### src/dual_queue_shared_buffer_top_macros.svh
// Assertion helpers for the top file, which checks its own logic.
`ifndef DUAL_QUEUE_SHARED_BUFFER_TOP_MACROS_SVH
`define DUAL_QUEUE_SHARED_BUFFER_TOP_MACROS_SVH

// Checks a property on every rising clock edge outside reset.
`define DQSB_ASSERT(label, prop, msg) \
    label: assert property (@(posedge i_clk) disable iff (!i_rst_n) (prop)) \
        else $error(msg);

// Checks that one condition is followed by another in the next cycle.
`define DQSB_ASSERT_NEXT(label, cond, next, msg) \
    `DQSB_ASSERT(label, (cond) |=> (next), msg)

`endif

### src/dqsb_pkg.sv
package dqsb_pkg;

    localparam int CFG_BITS      = 11;
    localparam int CAP_RESET     = 1024;
    localparam int DEPTH_DEF     = 1024;
    localparam int DATA_BITS_DEF = 32;
    localparam int WORD_BITS     = 32;

    typedef enum logic [2:0] {
        MODE_ENQ_A  = 3'd0,
        MODE_DEQ_A  = 3'd1,
        MODE_PEEK_A = 3'd2,
        MODE_ENQ_B  = 3'd3,
        MODE_DEQ_B  = 3'd4,
        MODE_PEEK_B = 3'd5
    } t_mode;

    typedef enum logic [1:0] {
        ST_OK    = 2'd0,
        ST_FULL  = 2'd1,
        ST_EMPTY = 2'd2
    } t_status;

    // Memory access and outcome decided for one transaction.
    typedef struct packed {
        logic    wr_en;
        logic    rd_en;
        t_status status;
    } t_access;

endpackage

### src/dqsb_ctrl.sv
module dqsb_ctrl #(
    parameter int DEPTH = dqsb_pkg::DEPTH_DEF
) (
    input  logic                          i_clk,
    input  logic                          i_rst_n,
    input  logic                          i_accept,
    input  logic [2:0]                    i_mode,
    input  logic                          i_cfg_we,
    input  logic [dqsb_pkg::CFG_BITS-1:0] i_cfg_data,
    output dqsb_pkg::t_access             o_access,
    output logic [$clog2(DEPTH)-1:0]      o_addr
);
    import dqsb_pkg::*;

    // Pointers span minus one up to DEPTH, so they carry a sign bit.
    localparam int PW  = $clog2(DEPTH + 1) + 1;
    localparam int AW  = $clog2(DEPTH);
    localparam int CAP_RST = (CAP_RESET > DEPTH) ? DEPTH : CAP_RESET;
    localparam logic signed [PW-1:0] P_NONE = '1;
    localparam logic signed [PW-1:0] P_ZERO = '0;
    localparam logic signed [PW-1:0] P_ONE  = PW'(1);

    logic signed [PW-1:0] r_head_a, r_tail_a, r_head_b, r_tail_b, r_cap;
    logic signed [PW-1:0] n_head_a, n_tail_a, n_head_b, n_tail_b;
    logic signed [PW-1:0] inc_a, dec_b, addr_ptr;
    logic signed [PW-1:0] cap_new;
    logic [31:0]          cfg_wide;
    t_access              acc;

    // Capacity zero acts as one, values beyond the store act as the store size.
    always_comb begin
        cfg_wide = 32'(i_cfg_data);
        if (cfg_wide == 32'd0) begin
            cap_new = P_ONE;
        end else if (cfg_wide > 32'(DEPTH)) begin
            cap_new = PW'(DEPTH);
        end else begin
            cap_new = PW'(cfg_wide);
        end
    end

    always_comb begin
        inc_a      = r_tail_a + P_ONE;
        dec_b      = r_tail_b - P_ONE;
        n_head_a   = r_head_a;
        n_tail_a   = r_tail_a;
        n_head_b   = r_head_b;
        n_tail_b   = r_tail_b;
        addr_ptr   = P_ZERO;
        acc.wr_en  = 1'b0;
        acc.rd_en  = 1'b0;
        acc.status = ST_OK;
        unique case (i_mode) inside
            MODE_ENQ_A: begin
                if (inc_a >= r_tail_b) begin
                    acc.status = ST_FULL;
                end else begin
                    acc.wr_en = 1'b1;
                    addr_ptr  = inc_a;
                    n_tail_a  = inc_a;
                    if (r_head_a == P_NONE) begin
                        n_head_a = P_ZERO;
                    end
                end
            end
            MODE_DEQ_A, MODE_PEEK_A: begin
                if (r_head_a == P_NONE) begin
                    acc.status = ST_EMPTY;
                end else begin
                    acc.rd_en = 1'b1;
                    addr_ptr  = r_head_a;
                    if (i_mode == MODE_DEQ_A) begin
                        if (r_head_a == r_tail_a) begin
                            n_head_a = P_NONE;
                            n_tail_a = P_NONE;
                        end else begin
                            n_head_a = r_head_a + P_ONE;
                        end
                    end
                end
            end
            MODE_ENQ_B: begin
                if (dec_b <= r_tail_a) begin
                    acc.status = ST_FULL;
                end else begin
                    acc.wr_en = 1'b1;
                    addr_ptr  = dec_b;
                    n_tail_b  = dec_b;
                    if (r_head_b == r_cap) begin
                        n_head_b = dec_b;
                    end
                end
            end
            MODE_DEQ_B, MODE_PEEK_B: begin
                if (r_head_b == r_cap) begin
                    acc.status = ST_EMPTY;
                end else begin
                    acc.rd_en = 1'b1;
                    addr_ptr  = r_head_b;
                    if (i_mode == MODE_DEQ_B) begin
                        if (r_head_b == r_tail_b) begin
                            n_head_b = r_cap;
                            n_tail_b = r_cap;
                        end else begin
                            n_head_b = r_head_b - P_ONE;
                        end
                    end
                end
            end
            default: begin
                acc.status = ST_OK;
            end
        endcase
    end

    always_ff @(posedge i_clk) begin
        if (!i_rst_n) begin
            r_cap    <= PW'(CAP_RST);
            r_head_a <= P_NONE;
            r_tail_a <= P_NONE;
            r_head_b <= PW'(CAP_RST);
            r_tail_b <= PW'(CAP_RST);
        end else if (i_cfg_we) begin
            r_cap    <= cap_new;
            r_head_a <= P_NONE;
            r_tail_a <= P_NONE;
            r_head_b <= cap_new;
            r_tail_b <= cap_new;
        end else if (i_accept) begin
            r_head_a <= n_head_a;
            r_tail_a <= n_tail_a;
            r_head_b <= n_head_b;
            r_tail_b <= n_tail_b;
        end
    end

    assign o_access = acc;
    assign o_addr   = addr_ptr[AW-1:0];

endmodule

### config.mk
export PLATFORM = sky130hd
export DESIGN_NAME = dqsb_ctrl
export DESIGN_NICKNAME = d
export VERILOG_FILES = /design/src/dual_queue_shared_buffer_top_macros.svh /design/src/dqsb_pkg.sv /design/src/dqsb_ctrl.sv
export SDC_FILE = /design/constraint.sdc
export NUM_CORES = 1
export LEC_CHECK = 0
export BUFFER_PORTS_ARGS = -buffer_cell sky130_fd_sc_hd__clkbuf_2
export CORE_ASPECT_RATIO = 0.9
export CORE_UTILIZATION = 67
export DETAILED_ROUTE_END_ITERATION = 7
export GPL_ROUTABILITY_DRIVEN = 1
export GPL_TIMING_DRIVEN = 1
export PLACE_DENSITY = 0.87
export SLEW_MARGIN = 0
export SYNTH_ARGS = -nofsm -noshare
export SYNTH_HDL_FRONTEND = slang
export SYNTH_SLANG_ARGS = --single-unit
### constraint.sdc
create_clock -name i_clk -period 6.97 [get_ports i_clk]
set_input_delay 0.3485 -clock i_clk [delete_from_list [all_inputs] [get_ports i_clk]]
set_output_delay 0.3485 -clock i_clk [all_outputs]
set_load 0.02 [all_outputs]
# --- After elaboration in Yosys (flattened, before gate mapping) ---
# Index checks and enable logic that the tools add are counted.
totals:
  register_bits: 60
  latchBits: 0
  ram_bits: 0
  romBits: 0
  inputBits: 18
  out_inout_bits: 14
  wordCells: 86
  memories: 0
op_classes:
  n_addsub: 4
  multipliers: 0
  div: 0
  n_lt_le_gt_ge: 3
  n_eq_ne: 18
  n_shift: 0
  mux: 43
  bitwise: 1
  reduce_logical: 12
op_table:
  columns: ["operator", "count"]
  rows:
  - ["2-to-1 mux 12 bit", 23]
  - ["case mux 12 bit (2 select lines)", 4]
  - ["case mux 10 bit (4 select lines)", 1]
  - ["equality test 12 bit", 3]
  - ["2-to-1 mux 10 bit", 3]
  - ["adder 12 x 2 -> 12 bit, second input constant", 2]
  - ["subtractor 12 x 2 -> 12 bit, second input constant", 2]
  - ["AND reduction 6 bit", 3]
  - ["equality test 12 x 1 -> 1 bit, second input constant", 1]
  - ["greater-or-equal comparator 12 bit", 1]
  - ["<= comparator 12 bit", 1]
  - ["!= test 3 bit, second input constant", 4]
  - ["> comparator 11 bit, second input constant", 1]
  - ["zero test 11 bit", 1]
  - ["2-to-1 mux 11 bit", 1]
  - ["!= test 2 bit, second input constant", 4]
  - ["case mux 2 bit (4 select lines)", 1]
  - ["equality test 3 x 2 -> 1 bit, second input constant", 2]
  - ["equality test 3 bit, second input constant", 2]
  - ["2-to-1 mux 1 bit", 6]
  - ["OR reduction 2 bit", 3]
  - ["AND reduction 5 bit", 1]
  - ["2-to-1 mux 2 bit", 2]
  - ["case mux 1 bit (2 select lines)", 2]
  - ["other kinds (6)", 7]

# --- Logic depth before layout (Yosys ltp) ---
logic_depth:
  ltp_word: 7
  mapped_depth: 15
  depth_no_buf: 13

# --- Least setup slack after synthesis ---
# OpenSTA, ideal clock, no wires.
synth_timing:
  kind: "register to output"
  startpoint: "register r_tail_b[2]"
  endpoint: "output o_addr[6]"
  arrival_ns: 3.364
  required_time_ns: 6.622
  path_slack_ns: 3.258
  path_stages_with_launch: 14
  n_path_buf: 2
  path_cell_list: "dfxtp_1 -> buf_2 -> nor4_1 -> nand4_1 -> xnor2_1 -> inv_1 -> ha_1 -> a21o_1 -> a2111o_1 -> o31ai_2 -> or3_1 -> clkbuf_1 -> nand2b_1 -> nand3_1"
synth_via:
  elab_chain_len: 4
  word_cells_on_any_way: 6
  classes_between: "add/sub (1); order compare (2); mux (3)"
synth_rtl:
  columns: ["item", "line", "source"]
  rows:
  - ["start: declaration", "dqsb_ctrl.sv:23", "logic signed [PW-1:0] r_head_a, r_tail_a, r_head_b, r_tail_b, r_cap;"]
  - ["start signal: assignment", "dqsb_ctrl.sv:122", "r_tail_b <= PW'(CAP_RST);"]
  - ["start signal: assignment", "dqsb_ctrl.sv:128", "r_tail_b <= cap_new;"]
  - ["start signal: assignment", "dqsb_ctrl.sv:133", "r_tail_b <= n_tail_b;"]
  - ["subtractor 12 x 2 -> 12 bit", "dqsb_ctrl.sv:44", "dec_b = r_tail_b - P_ONE;"]
  - ["<= comparator 12 bit", "dqsb_ctrl.sv:83", "if (dec_b <= r_tail_a) begin"]
  - ["2-to-1 mux 10 bit", "dqsb_ctrl.sv:83", null]
  - ["case mux 10 bit (4 select lines) *", "dqsb_ctrl.sv:53", "unique case (i_mode) inside"]
  - ["end: declaration", "dqsb_ctrl.sv:11", "output logic [$clog2(DEPTH)-1:0] o_addr"]
# Every way passes the cells marked *; elsewhere a longest branch is shown, timed or not.

# --- Final worst setup path ---
layout_timing:
  startpoint: "register r_tail_b[2]"
  endpoint: "output o_addr[8]"
# Same word-level chain as after synthesis.

==> results by group <==
Outcome
  • Status: completed

STA
  • Tcrit/Tclk final: 70.2%
  • Final setup violation count: 0
  • Final Hold Vio Count: 0
  • RSZ-0062 raised after global routing: no
  • Clk_skew: 14.6 ps
  • Final worst path period need: 4890 ps
  • Final slew viol count: 0
  • Setup TNS: 0 ps
  • Achievable clock frequency: 0.204 GHz
  • Worst Max-Slew Pin Slew: 1230 ps
  • Slew HR: 17.8%
  • Min Hold Slack: 246 ps

Place
  • Placer congestion estimate: 0.978
  • Dpl hpwl: 12.4 mm
  • Number of port buffers: 31

Worst setup path
  • Crit. End Element: output pin
  • Worst-path fanout max: 11
  • Worst EP arrival: 4540 ps
  • Required time of the critical path: 6620 ps
  • Crit path kind: reg2out
  • Reg-to-reg slack, setup: 2550 ps
  • Critical path launch point type: flop

Clock network
  • Hold buffer count at cts: 0
  • Sink Count: 59
  • H-Tree Depth: 3
  • Num CTS Buffers: 9
  • Resize count post-CTS: 0
  • TritonCTS clock tree: yes
  • Clk buf depth: 2
  • Clock slew at reported path FFs: 80 ps
  • Clock root buffer: clkbuf_8
  • Post-CTS setup buffer count: 0
  • Worst-Skew Late Latency: 360 ps

GRT
  • First-pass GRT wire length: 26.3 mm
  • Initial antenna violation count: 0
  • Vias in the first global route: 4913
  • Remaining global-route overflow: 0
  • Total GRT Usage: 44.1%
  • Largest net degree at the start of global routing: 40

Die
  • Chip width: 93.2 µm
  • Floorplan row count: 29
  • I/O pin count: 32
  • Chip height: 84.0 µm
  • Die area: 0.00783 mm²
  • Initial core utilization: 70.1%
  • Core box area: 0.00715 mm²

Yosys
  • Top FF cell, synth: dfxtp_1
  • Mapped Avg Cell Area: 7.54 µm²
  • Yosys reg bits: 59
  • Sequential-to-total area share from yosys stat: 23.6%
  • Yosys warning total: 0
  • Mapped cell area: 0.00501 mm²
  • Yosys cell types: 65
  • Synthesized netlist cell count: 664
  • Post-synth EDFFs: 0
  • Async SR Flop Fraction: 0%
  • Syn_nets: 709

Routing
  • Via count: 5365
  • Final ANT Viol Nets: 0
  • DRC Markers: 0
  • Vias per cell: 7.07
  • WL final: 16.8 mm
  • 1st-iter DRT viols: 692
  • Drt first pass iters: 6
  • Wire length per cell: 22.1 µm

Power and ir drop
  • Leak: 0.00221 µW
  • Worst VDD drop: 0.000143 V
  • Pwr per Cell Area: 241 mW/mm²

Finish
  • Fin nets: 706
  • Share of layout cells above drive strength 1: 9.91%
  • Most frequent cells in the layout: nand2_1, dfxtp_1, xnor2_1
  • Synth-to-Final Area Change: 6.24%
  • Final core utilization: 74.5%
  • Leading cell type in the layout, fill and taps excluded: nand2_1
  • Antenna Cells: 0

Flow run
  • Max Cap Viol: 0

Min path
  • Worst hold path type: in2reg
==> final cells by class <==
type	count	area (µm²)
fillers	559	1830
repair buffers	34	178
flip-flops and latches	59	1180
clock inverters	6	88.8
well taps	93	116
clock buffers	10	138
multi-input cells	514	3460
inverters	43	161
==> worst paths after layout <==
kind,start,end,depth (start not counted)
min,i_cfg_data[2],r_cap[2],2
max reg2reg,r_tail_a[0],r_tail_a[8],12
max,r_tail_b[2],o_addr[8],12
min reg2reg,r_cap[5],r_cap[5],2
==> flip-flops by register name (all words and copies together) (netlist names) <==
name / flops
r_cap: 11
r_head_a: 12
r_head_b: 12
r_tail_a: 12
r_tail_b: 12
==> where the power goes <==
group / total [µW] / switching [µW] / internal, µW / leakage (µW)
combinational: 504 / 322 / 182 / 0.00162
clock: 375 / 164 / 211 / 0.000108
sequential: 402 / 45.4 / 356 / 0.000483
total: 1280 / 531 / 750 / 0.00221
==> cells in the mapped netlist (all sizes together) (13+ instances only) <==
cell	number	area (µm²)
nand2	72	270
dfxtp	59	1180
xnor2	46	403
inv	43	161
o21ai	41	205
clkbuf	38	143
a21oi	37	185
nor2	31	124
ha	27	338
nand3	23	115
nand4	22	138
xor2	20	175
a22oi	17	141
nor3	16	96.4
nor4	15	93.8
a31oi	13	81.3
==> per-stage QoR <==
| stage | power, µW | std cells | setup slack, ps | cell area [µm²] |
|---|---|---|---|---|
| finish | 1280 | 759 | 2080 | 5320 |
| floorplan | 759 | 664 | 3260 | 5010 |
| global placement | 876 | 743 | 2680 | 5100 |
| detailed placement | 891 | 743 | 2590 | 5100 |
| global route | 1330 | 759 | 1880 | 5320 |
| CTS | 1260 | 759 | 2220 | 5320 |
==> routing by layer <==
layer  track usage [%]  wire length (µm)
met5                 0                 0
met3              12.7              2470
met4              20.0               750
met1              62.5              6690
met2              60.7              6860
==> worst max-delay path, stage by stage (launching register included) <==
cell,delay [ps]
dfxtp_1,410
nor4_1,650
nand4_1,200
xnor2_1,350
inv_1,80
ha_1,320
a21o_1,180
a2111o_1,420
o31ai_2,660
or3_1,450
nand2b_1,160
nand3_1,130
clkbuf_2,190
==> cell families after synthesis <==
family,after synthesis,synth area share [%]
AO/OA/AOI/OAI,193,26.7
XOR/XNOR,66,11.5
adder cells (fa/ha/maj),27,6.74
buffers and inverters,91,7.37
flip-flops,59,23.6
multiplexers,9,1.82
AND/OR/NAND/NOR,219,22.2
(Power assumes the default switching activity.)
